## src/rtl/window_deviation_detector_top_assert.svh

```systemverilog
// assertion macros for the window deviation detector
`ifndef WINDOW_DEVIATION_DETECTOR_TOP_ASSERT_SVH
`define WINDOW_DEVIATION_DETECTOR_TOP_ASSERT_SVH

// consequent checked in the same cycle as the antecedent
`define WDD_ASSERT_SAME(lbl, ante, cons, msg) \
    lbl: assert property (@(posedge i_clk) disable iff (!i_rst_n) (ante) |-> (cons)) \
        else $error(msg);

// consequent checked in the cycle after the antecedent
`define WDD_ASSERT_NEXT(lbl, ante, cons, msg) \
    lbl: assert property (@(posedge i_clk) disable iff (!i_rst_n) (ante) |=> (cons)) \
        else $error(msg);

`endif

```

## src/rtl/wdd_pkg.sv

```systemverilog
package wdd_pkg;

    localparam int SAMPLE_W = 24;
    localparam int THR_W    = 23;
    localparam int EV_W     = 2;

    localparam logic [THR_W-1:0] THR_RESET = 23'd13107;

    // event codes
    localparam logic [EV_W-1:0] EV_NONE    = 2'd0;
    localparam logic [EV_W-1:0] EV_DETECT  = 2'd1;
    localparam logic [EV_W-1:0] EV_RELEASE = 2'd2;

    typedef struct packed {
        logic                       req_type;
        logic signed [SAMPLE_W-1:0] sample;
    } t_in_item;

    typedef struct packed {
        logic            bite_active;
        logic [EV_W-1:0] event_res;
        logic            sample_used;
    } t_out_item;

    // control from the sequencer to the statistics unit
    typedef struct packed {
        logic first;
        logic step;
        logic mul;
    } t_acc_ctl;

endpackage

```

## src/rtl/wdd_cell.sv

```systemverilog
module wdd_cell (
    input  logic                                i_clk,
    input  logic                                i_rst_n,
    input  logic                                i_en,
    input  logic signed [wdd_pkg::SAMPLE_W-1:0] i_value,
    output logic signed [wdd_pkg::SAMPLE_W-1:0] o_value
);
    import wdd_pkg::*;

    logic signed [SAMPLE_W-1:0] r_value;

    // one window entry, takes the neighbor's value when the chain moves
    always_ff @(posedge i_clk) begin
        if (!i_rst_n) begin
            r_value <= '0;
        end else if (i_en) begin
            r_value <= i_value;
        end
    end

    assign o_value = r_value;

endmodule

```

## src/rtl/wdd_acc.sv

```systemverilog
module wdd_acc #(
    parameter int WINDOW = 10
) (
    input  logic                                i_clk,
    input  wdd_pkg::t_acc_ctl                   i_ctl,
    input  logic signed [wdd_pkg::SAMPLE_W-1:0] i_value,
    input  logic [wdd_pkg::THR_W-1:0]           i_thr,
    output logic                                o_deviates
);
    import wdd_pkg::*;

    localparam int EXT_W = SAMPLE_W + $clog2(WINDOW) + 3;
    localparam logic signed [EXT_W-1:0] WIN_S = EXT_W'(WINDOW);

    logic signed [EXT_W-1:0]    r_sum;
    logic signed [SAMPLE_W-1:0] r_min;
    logic signed [SAMPLE_W-1:0] r_max;
    logic signed [EXT_W-1:0]    r_lo_x;
    logic signed [EXT_W-1:0]    r_hi_x;
    logic signed [EXT_W-1:0]    r_span;

    logic signed [EXT_W-1:0] w_value_ext;
    logic signed [EXT_W-1:0] w_min_ext;
    logic signed [EXT_W-1:0] w_max_ext;
    logic signed [EXT_W-1:0] w_thr_ext;

    assign w_value_ext = {{(EXT_W-SAMPLE_W){i_value[SAMPLE_W-1]}}, i_value};
    assign w_min_ext   = {{(EXT_W-SAMPLE_W){r_min[SAMPLE_W-1]}}, r_min};
    assign w_max_ext   = {{(EXT_W-SAMPLE_W){r_max[SAMPLE_W-1]}}, r_max};
    assign w_thr_ext   = {{(EXT_W-THR_W){1'b0}}, i_thr};

    // sum, minimum and maximum over the entries leaving the chain tail
    always_ff @(posedge i_clk) begin
        if (i_ctl.first) begin
            r_sum <= w_value_ext;
            r_min <= i_value;
            r_max <= i_value;
        end else if (i_ctl.step) begin
            r_sum <= r_sum + w_value_ext;
            if (i_value < r_min) begin
                r_min <= i_value;
            end
            if (i_value > r_max) begin
                r_max <= i_value;
            end
        end
    end

    // scale extremes and threshold by the window length
    always_ff @(posedge i_clk) begin
        if (i_ctl.mul) begin
            r_lo_x <= WIN_S * w_min_ext;
            r_hi_x <= WIN_S * w_max_ext;
            r_span <= WIN_S * w_thr_ext;
        end
    end

    // deviation test against the window mean, scaled by the window length
    assign o_deviates = (r_lo_x < (r_sum - r_span)) || (r_hi_x > (r_sum + r_span));

endmodule

```

## src/rtl/window_deviation_detector_top.sv

```systemverilog
// Window deviation detector. A sample transaction (req_type 0) or a restart
// transaction (req_type 1) gives exactly one result transaction. Restarts and
// samples consumed silently during warm-up or drop go from the accept cycle
// straight to the output cycle. A sample that enters the window passes the
// accept cycle, one full rotation of the row of window cells past the
// statistics unit, a multiply step, a compare step and the output cycle. A
// stalled output holds the output cycle until the stall clears. The
// threshold register resets to 0.2 (13107) and may be written only while no
// transaction is in flight.
`include "window_deviation_detector_top_assert.svh"

module window_deviation_detector_top #(
    parameter int WINDOW = 10,
    parameter int WARMUP = 10
) (
    input  logic                         i_clk,
    input  logic                         i_rst_n,
    input  logic                         i_in_valid,
    output logic                         o_in_stall,
    input  wdd_pkg::t_in_item            i_in_data,
    output logic                         o_out_valid,
    input  logic                         i_out_stall,
    output wdd_pkg::t_out_item           o_out_data,
    input  logic                         i_cfg_we,
    input  logic [wdd_pkg::THR_W-1:0]    i_cfg_data
);
    import wdd_pkg::*;

    localparam int CNT_W  = (WINDOW > 2) ? $clog2(WINDOW) : 1;
    localparam int WCNT_W = $clog2(WARMUP + 2);

    // sequencer states
    localparam logic [2:0] S_IDLE = 3'd0;
    localparam logic [2:0] S_ROT  = 3'd1;
    localparam logic [2:0] S_MUL  = 3'd2;
    localparam logic [2:0] S_CMP  = 3'd3;
    localparam logic [2:0] S_EMIT = 3'd4;

    // detector phases
    localparam logic [1:0] PH_START = 2'd0;
    localparam logic [1:0] PH_WARM  = 2'd1;
    localparam logic [1:0] PH_RUN   = 2'd2;
    localparam logic [1:0] PH_DROP  = 2'd3;

    logic [2:0]        r_state,  n_state;
    logic [1:0]        r_phase,  n_phase;
    logic [WCNT_W-1:0] r_warm,   n_warm;
    logic [WCNT_W-1:0] r_quiet,  n_quiet;
    logic              r_active, n_active;
    logic [CNT_W-1:0]  r_cnt,    n_cnt;
    t_out_item         r_res,    n_res;
    logic [THR_W-1:0]  r_thr;
    logic              r_out_valid;
    t_out_item         r_out;

    logic                       w_accept;
    logic                       w_shift;
    logic                       w_chain_en;
    logic                       w_deviates;
    logic                       w_out_free;
    logic [WCNT_W-1:0]          w_warm_inc;
    logic [WCNT_W-1:0]          w_quiet_inc;
    logic signed [SAMPLE_W-1:0] w_head;
    logic signed [SAMPLE_W-1:0] w_cell [WINDOW];
    t_acc_ctl                   w_acc_ctl;

    assign o_in_stall  = (r_state != S_IDLE);
    assign w_accept    = i_in_valid && !o_in_stall;
    assign w_shift     = w_accept && !i_in_data.req_type && (r_phase == PH_RUN);
    assign w_chain_en  = w_shift || (r_state == S_ROT);
    assign w_out_free  = !r_out_valid || !i_out_stall;
    assign w_warm_inc  = r_warm + 1'b1;
    assign w_quiet_inc = r_quiet + 1'b1;

    // new sample enters at the head, otherwise the tail wraps around
    assign w_head = w_shift ? i_in_data.sample : w_cell[WINDOW-1];

    // row of window cells
    for (genvar k = 0; k < WINDOW; k++) begin : g_cell
        wdd_cell u_cell (
            .i_clk   (i_clk),
            .i_rst_n (i_rst_n),
            .i_en    (w_chain_en),
            .i_value ((k == 0) ? w_head : w_cell[(k == 0) ? 0 : k-1]),
            .o_value (w_cell[k])
        );
    end

    assign w_acc_ctl.first = (r_state == S_ROT) && (r_cnt == '0);
    assign w_acc_ctl.step  = (r_state == S_ROT);
    assign w_acc_ctl.mul   = (r_state == S_MUL);

    wdd_acc #(
        .WINDOW (WINDOW)
    ) u_acc (
        .i_clk      (i_clk),
        .i_ctl      (w_acc_ctl),
        .i_value    (w_cell[WINDOW-1]),
        .i_thr      (r_thr),
        .o_deviates (w_deviates)
    );

    // sequencer and detector phase logic
    always_comb begin
        n_state  = r_state;
        n_phase  = r_phase;
        n_warm   = r_warm;
        n_quiet  = r_quiet;
        n_active = r_active;
        n_cnt    = r_cnt;
        n_res    = r_res;
        unique case (r_state)
            S_IDLE: begin
                if (w_accept) begin
                    n_res.bite_active = r_active;
                    n_res.event_res   = EV_NONE;
                    n_res.sample_used = 1'b0;
                    n_state           = S_EMIT;
                    if (i_in_data.req_type) begin
                        n_phase = PH_START;
                    end else begin
                        unique case (r_phase)
                            PH_START: begin
                                n_warm  = '0;
                                n_phase = PH_WARM;
                            end
                            PH_WARM: begin
                                n_warm = w_warm_inc;
                                if (w_warm_inc >= WCNT_W'(WARMUP)) begin
                                    n_phase = PH_RUN;
                                end
                            end
                            PH_RUN: begin
                                n_cnt   = '0;
                                n_state = S_ROT;
                            end
                            default: begin
                                n_phase = PH_RUN;
                            end
                        endcase
                    end
                end
            end
            S_ROT: begin
                n_cnt = r_cnt + 1'b1;
                if (r_cnt == CNT_W'(WINDOW - 1)) begin
                    n_state = S_MUL;
                end
            end
            S_MUL: begin
                n_state = S_CMP;
            end
            S_CMP: begin
                n_res.sample_used = 1'b1;
                n_res.event_res   = EV_NONE;
                if (w_deviates) begin
                    n_quiet = '0;
                    if (!r_active) begin
                        n_active        = 1'b1;
                        n_res.event_res = EV_DETECT;
                    end
                end else begin
                    if (r_active) begin
                        n_active        = 1'b0;
                        n_res.event_res = EV_RELEASE;
                    end
                    if (w_quiet_inc > WCNT_W'(WARMUP)) begin
                        n_quiet = '0;
                        n_phase = PH_DROP;
                    end else begin
                        n_quiet = w_quiet_inc;
                    end
                end
                n_res.bite_active = n_active;
                n_state           = S_EMIT;
            end
            S_EMIT: begin
                if (w_out_free) begin
                    n_state = S_IDLE;
                end
            end
            default: begin
                n_state = S_IDLE;
            end
        endcase
    end

    always_ff @(posedge i_clk) begin
        if (!i_rst_n) begin
            r_state  <= S_IDLE;
            r_phase  <= PH_START;
            r_warm   <= '0;
            r_quiet  <= '0;
            r_active <= 1'b0;
            r_cnt    <= '0;
        end else begin
            r_state  <= n_state;
            r_phase  <= n_phase;
            r_warm   <= n_warm;
            r_quiet  <= n_quiet;
            r_active <= n_active;
            r_cnt    <= n_cnt;
        end
    end

    always_ff @(posedge i_clk) begin
        r_res <= n_res;
    end

    // threshold register
    always_ff @(posedge i_clk) begin
        if (!i_rst_n) begin
            r_thr <= THR_RESET;
        end else if (i_cfg_we) begin
            r_thr <= i_cfg_data;
        end
    end

    // output register
    always_ff @(posedge i_clk) begin
        if (!i_rst_n) begin
            r_out_valid <= 1'b0;
        end else if ((r_state == S_EMIT) && w_out_free) begin
            r_out_valid <= 1'b1;
        end else if (!i_out_stall) begin
            r_out_valid <= 1'b0;
        end
    end

    always_ff @(posedge i_clk) begin
        if ((r_state == S_EMIT) && w_out_free) begin
            r_out <= r_res;
        end
    end

    assign o_out_valid = r_out_valid;
    assign o_out_data  = r_out;

    // checks
    `WDD_ASSERT_NEXT(a_accept_busy, w_accept, r_state != S_IDLE, "accepted transaction left sequencer idle")
    `WDD_ASSERT_SAME(a_detect_active, o_out_valid && (o_out_data.event_res == EV_DETECT), o_out_data.bite_active, "detect event without activity")
    `WDD_ASSERT_SAME(a_release_quiet, o_out_valid && (o_out_data.event_res == EV_RELEASE), !o_out_data.bite_active, "release event while active")
    `WDD_ASSERT_SAME(a_silent_no_event, o_out_valid && !o_out_data.sample_used, o_out_data.event_res == EV_NONE, "event on a silent transaction")

endmodule
```

## config.mk

```make
export PLATFORM = sky130hd
export DESIGN_NAME = window_deviation_detector_top
export DESIGN_NICKNAME = d
export VERILOG_FILES = /design/src/rtl/wdd_pkg.sv /design/src/rtl/wdd_cell.sv /design/src/rtl/wdd_acc.sv /design/src/rtl/window_deviation_detector_top.sv
export VERILOG_INCLUDE_DIRS = /design/src /design/src/rtl
export SDC_FILE = /design/constraint.sdc
export NUM_CORES = 1
export LEC_CHECK = 0
export BUFFER_PORTS_ARGS = -buffer_cell sky130_fd_sc_hd__buf_2
export CORE_MARGIN = 2
export CORE_UTILIZATION = 25
export CTS_CLUSTER_DIAMETER = 200
export CTS_CLUSTER_SIZE = 12
export DETAILED_ROUTE_END_ITERATION = 10
export GPL_TIMING_DRIVEN = 0
export PLACE_DENSITY = 0.36
export SLEW_MARGIN = 0
export SYNTH_ARGS = -nofsm -noshare
export SYNTH_HDL_FRONTEND = slang
export SYNTH_SLANG_ARGS = --single-unit
```

## constraint.sdc

```tcl
create_clock -name i_clk -period 10.6 [get_ports i_clk]
set_clock_uncertainty 0.15 [all_clocks]
set_input_delay 2.12 -clock i_clk [delete_from_list [all_inputs] [get_ports i_clk]]
set_output_delay 2.12 -clock i_clk [all_outputs]
set_load 0.01 [all_outputs]
```

==> impl_metrics.yaml, run 1 <==
route:
  drt-total-wl_um: 88800
  vias: 21250
  wl_per_cell_um: 19.78
  ant_nets: 0
  viasPerCell: 4.733
  drc: 0
  drt-initial-drc-count: 1441
  dr.pass1.iters: 5
placement:
  place.gp.congestion: 0.8247
  portBuffers: 57
  place_hpwl_um: 69550
  place_area_um2: 29180
final_layout:
  area_delta_synth_final_pct: 12.66
  finalInstanceArea_um2: 30420
  drive_gt1_frac: 0.06159
  layout_common_cells: "nand2_1 (597), ha_1 (329), dfxtp_1 (282), a21oi_1 (197), edfxtp_1 (169)"
  final_core_util: 0.2842
  layout.cells.most_common: "nand2_1"
  layout.nets: 3453
clocking:
  cts_tree: "yes"
  htree_levels: 2
  clockBufferDepth: 3
  clk_latency_ps: 630
  clkSinkCount: 451
  clock-root-buffer: "clkbuf_16"
  postCtsSetupRepairBufs: 0
  cts_resized: 0
  numCtsBuffers: 43
  cts_hold_buf: 0
  clk_pin_slew_ps: 70
die:
  die-area_um2: 110600
  rows: 120
  die_h_um: 332.6
  start_util: 0.2522
  pin_count: 59
  die_w_um: 332.6
  coreArea_um2: 107100
synth:
  yosysTopAreaCell: "dfxtp_1"
  yosysWarnings: 0
  synth_top_area_frac: 0.2091
  synth_edf_count: 169
  ys_types: 96
  synthArstFlopShare: 0
  synthCells: 2953
  synth_area_um2: 27000
  ys_ff_latch: 451
  synth_ff_type: "dfxtp_1"
  ys_seq_area_frac: 0.3970
  synth_area_per_cell_um2: 9.144
  yosys-top-cells-area: "dfxtp_1 (21%), edfxtp_1 (19%), ha_1 (15%)"
  synth_nets: 3341
timing:
  rsz0062_at_grt: "false"
  clock.fmax_ghz: 0.1534
  fin_crit_sh: 0.6151
  slew_viol_final: 0
  tightest_slew_ps: 1387
  hold_viol: 0
  slew_headroom: 0.07553
  finalSetupViolations: 0
  period_needed_ps: 6520
grt:
  grt_max_degree: 41
  grt_pass1_vias: 20970
  grt_overflow: 0
  grt_pass1_wl_um: 134100
  track_usage: 0.1591
  antenna_found_initial: 4
outcome:
  status: "complete, no violations"
worst_setup_path:
  cp-end-kind: "register"
  worstPathRequired_ps: 10810
  critPathKind: "register to register"
  cp-start-kind: "register"
  path_max_fanout: 7
  arrival_ps: 6730
power:
  power_density_nw_per_um2: 116.8
  ir_worst_vdd_uv: 120.7
  leakage_nw: 11.97
worst_hold_path:
  hold_path_class: "register to register"
run:
  cap_viol_max_count: 0
## per-stage QoR
| step | worst slack [ps] | cells | power (mW) | hold WS, ps | TNS [ps] |
|---|---|---|---|---|---|
| finish | 4080 | 4490 | 3.552 | 268.4 | 0 |
| global route | 3698 | 4488 | 3.700 | 280.2 | 0 |
| CTS | 4057 | 4488 | 3.618 | 273.8 | 0 |
| detailed placement | 4088 | 4423 | 2.093 | 260.2 | 0 |
| global placement | -660.1 | 4413 | 2.091 | 266.3 | -53020 |
| floorplan | 3308 | 2953 | 2.009 | 250.3 | 0 |
## power by group
group	leakage [nW]	switching, mW	internal [mW]
registers	3.75	0.0104	1.81
clock network	0.584	0.744	0.756
logic	7.64	0.143	0.0921
total	12.0	0.897	2.65
## logic make-up (layout without fill, tap and decap cells)
group,count (synthesis),after routing,synth area share
mux,24,24,0.008897
flops,451,451,0.3970
compound gates,770,770,0.1947
xor+xnor,133,133,0.04314
simple gates,969,969,0.1576
buf+inv,271,403,0.04170
other cells,0,2,0
fa+ha+maj,335,335,0.1569
## cell type report
cell class / count / area (µm²)
clock buffer: 61 / 1144
buffer: 127 / 585.6
tap: 1403 / 1755
sequential: 451 / 10720
inverter: 144 / 540.5
clock inverter: 4 / 87.58
antenna: 2 / 5.005
timing repair buffer: 67 / 405.4
multi-input combinational: 2231 / 15180
fill: 11310 / 76630
## sequential cells by signal (all words and copies together) (netlist names), 4 cells and up
register and count:
r_cnt 4, u_acc.r_sum 31, o_out_data 4, g_cell.u_cell.o_value 240
r_warm 4, u_acc.r_span 26, u_acc.r_lo_x 28, r_res 4
u_acc.r_hi_x 28, u_acc.r_min 24, u_acc.r_max 24, r_thr 23
r_quiet 4
## metal layers
metal | global-route usage | up-vias | share of wire
li1 | - | 10640 | -
met1 | 0.2351 | 10220 | 0.52
met2 | 0.2449 | 318 | 0.43
met3 | 0.01883 | 79 | 0.033
met4 | 0.03752 | 0 | 0.022
met5 | 0 | - | 0
## critical path, stage by stage (launching register included)
cell      delay, ps
edfxtp_1        410
inv_1           170
ha_1            260
nand2b_1        180
a221oi_2        410
o211ai_2        240
o311ai_1        800
a211o_1         280
a31oi_2         160
and4bb_1        230
nor3_1          340
ha_1            370
nand4_1         180
nor3_1           80
a221oi_1        240
o21ai_0         200
o211ai_1       1070
nor2_1          230
and2_1          250
## Yosys cell counts (9+ instances only)
master and instances:
a211oi_1 18, a21boi_0 148, a21boi_1 52, a21o_1 62, a21oi_1 197, a311oi_1 21
a31oi_1 13, and2_1 9, buf_1 10, buf_2 23, buf_4 13, clkbuf_1 76
dfxtp_1 282, edfxtp_1 169, ha_1 329, inv_1 142, mux2i_1 24, nand2_1 597
nand2b_1 30, nand3_1 27, nand4_1 27, nor2_1 137, nor2b_1 31, nor3_1 29
nor3b_1 10, o211ai_1 16, o21a_1 21, o21ai_0 90, o21bai_1 26, o31ai_1 14
or3_1 14, xnor2_1 90, xor2_1 43
## path summary, 6_finish.rpt
path                                       from            end  slack [ps]  cells after the start
worst max-delay path            u_acc.r_span[2]       r_res[2]        4080                     18
worst min-delay path                   r_res[2]  o_out_data[2]         270                      0
worst min register to register         r_res[2]  o_out_data[2]         270                      0
worst max register to register  u_acc.r_span[2]       r_res[2]        4080                     18
Power figures use the tool's default switching activity.
==> inputs of run 2 (changes only) <==
Settings changed: ABC_AREA set to 1, PLACE_DENSITY 0.36 to 0.37.
Clock period 10.6 ns to 5.2 ns, I/O delays scaled along.
==> impl_metrics.yaml, run 2 <==
synth:
  ys_types: 46
  synth_ff_type: "dfxtp_1"
  synth_area_per_cell_um2: 8.048
  ys_seq_area_frac: 0.3987
  synth-compound-area-share: 0.1420
  synth_area_um2: 26890
  synth.mux.area_fraction: 0
  synthAdderAreaFrac: 0.1576
  ys_top_cells_by_count: "nor2_1 (634), nand2_1 (497), ha_1 (329)"
  synth-simple-area-share: 0.1938
  yosysTopAreaCell: "dfxtp_1"
  synth_edf_count: 169
  ys_ff_latch: 451
  synth_nets: 3729
  synth_top_area_frac: 0.2100
  synthCells: 3341
  yosys-top-cells-area: "dfxtp_1 (21%), edfxtp_1 (19%), ha_1 (15%)"
  synth_top_family_by_area: "simple AND/OR/NAND/NOR gates"
  synthArstFlopShare: 0
  yosysWarnings: 0
  synth-xor-area-share: 0.04332
  synth_most_common_cell: "nor2_1"
timing:
  tightest_slew_ps: 1181
  fin_crit_sh: 0.9116
  fin_hold_ws_ps: 270.0
  slew_headroom: 0.2118
  rsz0062_at_grt: "false"
  slew_viol_final: 0
  clock.fmax_ghz: 0.2110
  finalSetupViolations: 0
  period_needed_ps: 4740
  hold_viol: 0
  setup_slack_ps: 459.9
clocking:
  clock-root-buffer: "clkbuf_16"
  clk_pin_slew_ps: 70
  clockBufferDepth: 3
  numCtsBuffers: 43
  clk_latency_ps: 600
  clkSinkCount: 451
  htree_levels: 2
  cts_tree: "yes"
route:
  wl_per_cell_um: 17.81
  drt-total-wl_um: 86770
  vias: 21710
  viasPerCell: 4.456
  drt-initial-drc-count: 1068
  drc: 0
  dr.pass1.iters: 6
  ant_nets: 0
final_layout:
  drive_gt1_frac: 0.05533
  layout.cells.most_common: "nor2_1"
  antenna_cells: 0
  final_core_util: 0.2838
  area_delta_synth_final_pct: 12.85
  layout.nets: 3838
  largest_register_ffs: 240
  layout_common_cells: "nor2_1 (633), nand2_1 (496), ha_1 (329), inv_1 (292), dfxtp_1 (282)"
die:
  pin_count: 59
  coreArea_um2: 106900
  die_h_um: 332.0
  die_w_um: 332.0
  die-area_um2: 110200
  start_util: 0.2515
  rows: 120
worst_setup_path:
  cp-end-kind: "register"
  worstPathRequired_ps: 5540
  arrival_ps: 5080
  critPathBufInv: 3
  critPathTopFamily: "simple AND/OR/NAND/NOR gates"
  path_max_fanout: 8
  crit_slowest_cell: "edfxtp_1"
  max_stage_delay_ps: 360
  timing.rr.end: "r_phase[1]"
  cp-start-kind: "register"
  r2r_slack_ps: 460
  r2r_cells: 24
  critical_path.cell_chain: "buf_4 > ha_1 > buf_2 > inv_1 > a21oi_1 > a21boi_1 > o21ai_0 > nand3b_1 > a21oi_4 > o21a_1 > xor2_1 > ha_1 > a21oi_1 > nor2_1 > nor2_1 > nand2_1 > a21oi_1 > nand3_1 > nand3_2 > nand3_1 > nand2_1 > nand3_1 > nand2_1 > nor2_1"
  critPathKind: "register to register"
  reg2reg_from: "u_acc.r_sum[21]"
power:
  power_frac_comb: 0.238
  swShare: 0.3379
  ir_worst_vdd_uv: 221.5
  leakage_nw: 13.04
  power_density_nw_per_um2: 322.4
  p_clk_frac: 0.309
  p_seq_frac: 0.453
  p_int_mw: 6.478
  p_switching_mw: 3.306
grt:
  antenna_found_initial: 7
  grt_pass1_vias: 21710
  track_usage: 0.1559
  grt_overflow: 0
  grt_pass1_wl_um: 132300
  grt_max_degree: 32
placement:
  place.gp.congestion: 0.8279
  place_hpwl_um: 69280
  portBuffers: 57
  pre_cts_ws_ps: 34.49
worst_hold_path:
  hp-start: "r_res[1]"
  hold_path_class: "register to register"
  worstHoldPathCells: 0
  hold_end: "o_out_data[1]"
run:
  cap_viol_max_count: 0
outcome:
  status: "complete, no violations"
run 2: area by class of cell:
type / count / area, µm²
buffer: 113 / 624.3
clock buffer: 61 / 1144
clock inverter: 4 / 87.58
fill: 11790 / 76560
inverter: 297 / 1115
multi-input combinational: 2480 / 14490
sequential: 451 / 10720
tap: 1403 / 1755
timing repair buffer: 64 / 412.9
run 2: logic make-up (layout without fill, tap and decap cells):
logic type | Yosys count | after routing
AOI/OAI and AO/OA | 709 | 709
xor gates and xnor gates | 133 | 133
adders and majority gates | 335 | 335
buffers and inverters | 410 | 539
DFF | 451 | 451
and+or+nand+nor | 1303 | 1303
run 2: how the worst max path moves through the flow:
stage                         start  cells after the start    endpoint
finish              u_acc.r_sum[21]                     24  r_phase[1]
global route        u_acc.r_sum[21]                     24  r_phase[1]
CTS                 u_acc.r_sum[21]                     23  r_phase[0]
detailed placement  u_acc.r_span[1]                     27  r_phase[0]
global placement         r_state[1]                      4  r_state[0]
floorplan                r_state[1]                      4  r_state[0]
run 2: worst register-to-register path, delay by kind of cell, from the launching register on:
family,cells,cell delay (ps)
AOI/OAI and AO/OA,7,1330
xor gates and xnor gates,1,300
adders and majority gates,2,590
buffers and inverters,3,500
DFF,1,360
and+or+nand+nor,11,1400
run 2: repair_timing:
action	in CTS	in global routing
endpoints found under the hold margin	0	0
cloned	0	0
gates resized for setup	1	9
hold buffers	0	0
buffers inserted	0	1
endpoints found under the setup margin	1	10
run 2: through the flow:
step | TNS (ps) | power [mW] | std cells | instance area [µm²]
floorplan | 0 | 6.043 | 3341 | 26890
global placement | -100740 | 6.880 | 4801 | 28930
detailed placement | 0 | 6.881 | 4807 | 29060
CTS | 0 | 9.980 | 4872 | 30300
global route | 0 | 10.48 | 4873 | 30340
finish | 0 | 9.784 | 4873 | 30340
run 2: power groups by stage:
stage / Clock [mW] / Sequential, mW / Combinational (mW)
after global routing: 3.29 / 4.47 / 2.71
after global placement: 0 / 4.52 / 2.36
after detailed placement: 0 / 4.52 / 2.36
after floorplan: 0 / 4.32 / 1.72
final: 3.02 / 4.43 / 2.33
after CTS: 3.16 / 4.45 / 2.37
run 2: per-layer routing:
layer	global-route usage	wire, µm	up-vias	part of all wire
met4	0.04188	2251	0	0.026
li1	-	-	11400	-
met2	0.2666	40670	242	0.47
met3	0.01390	2383	90	0.027
met1	0.2098	41460	9987	0.48
met5	0	0	-	0
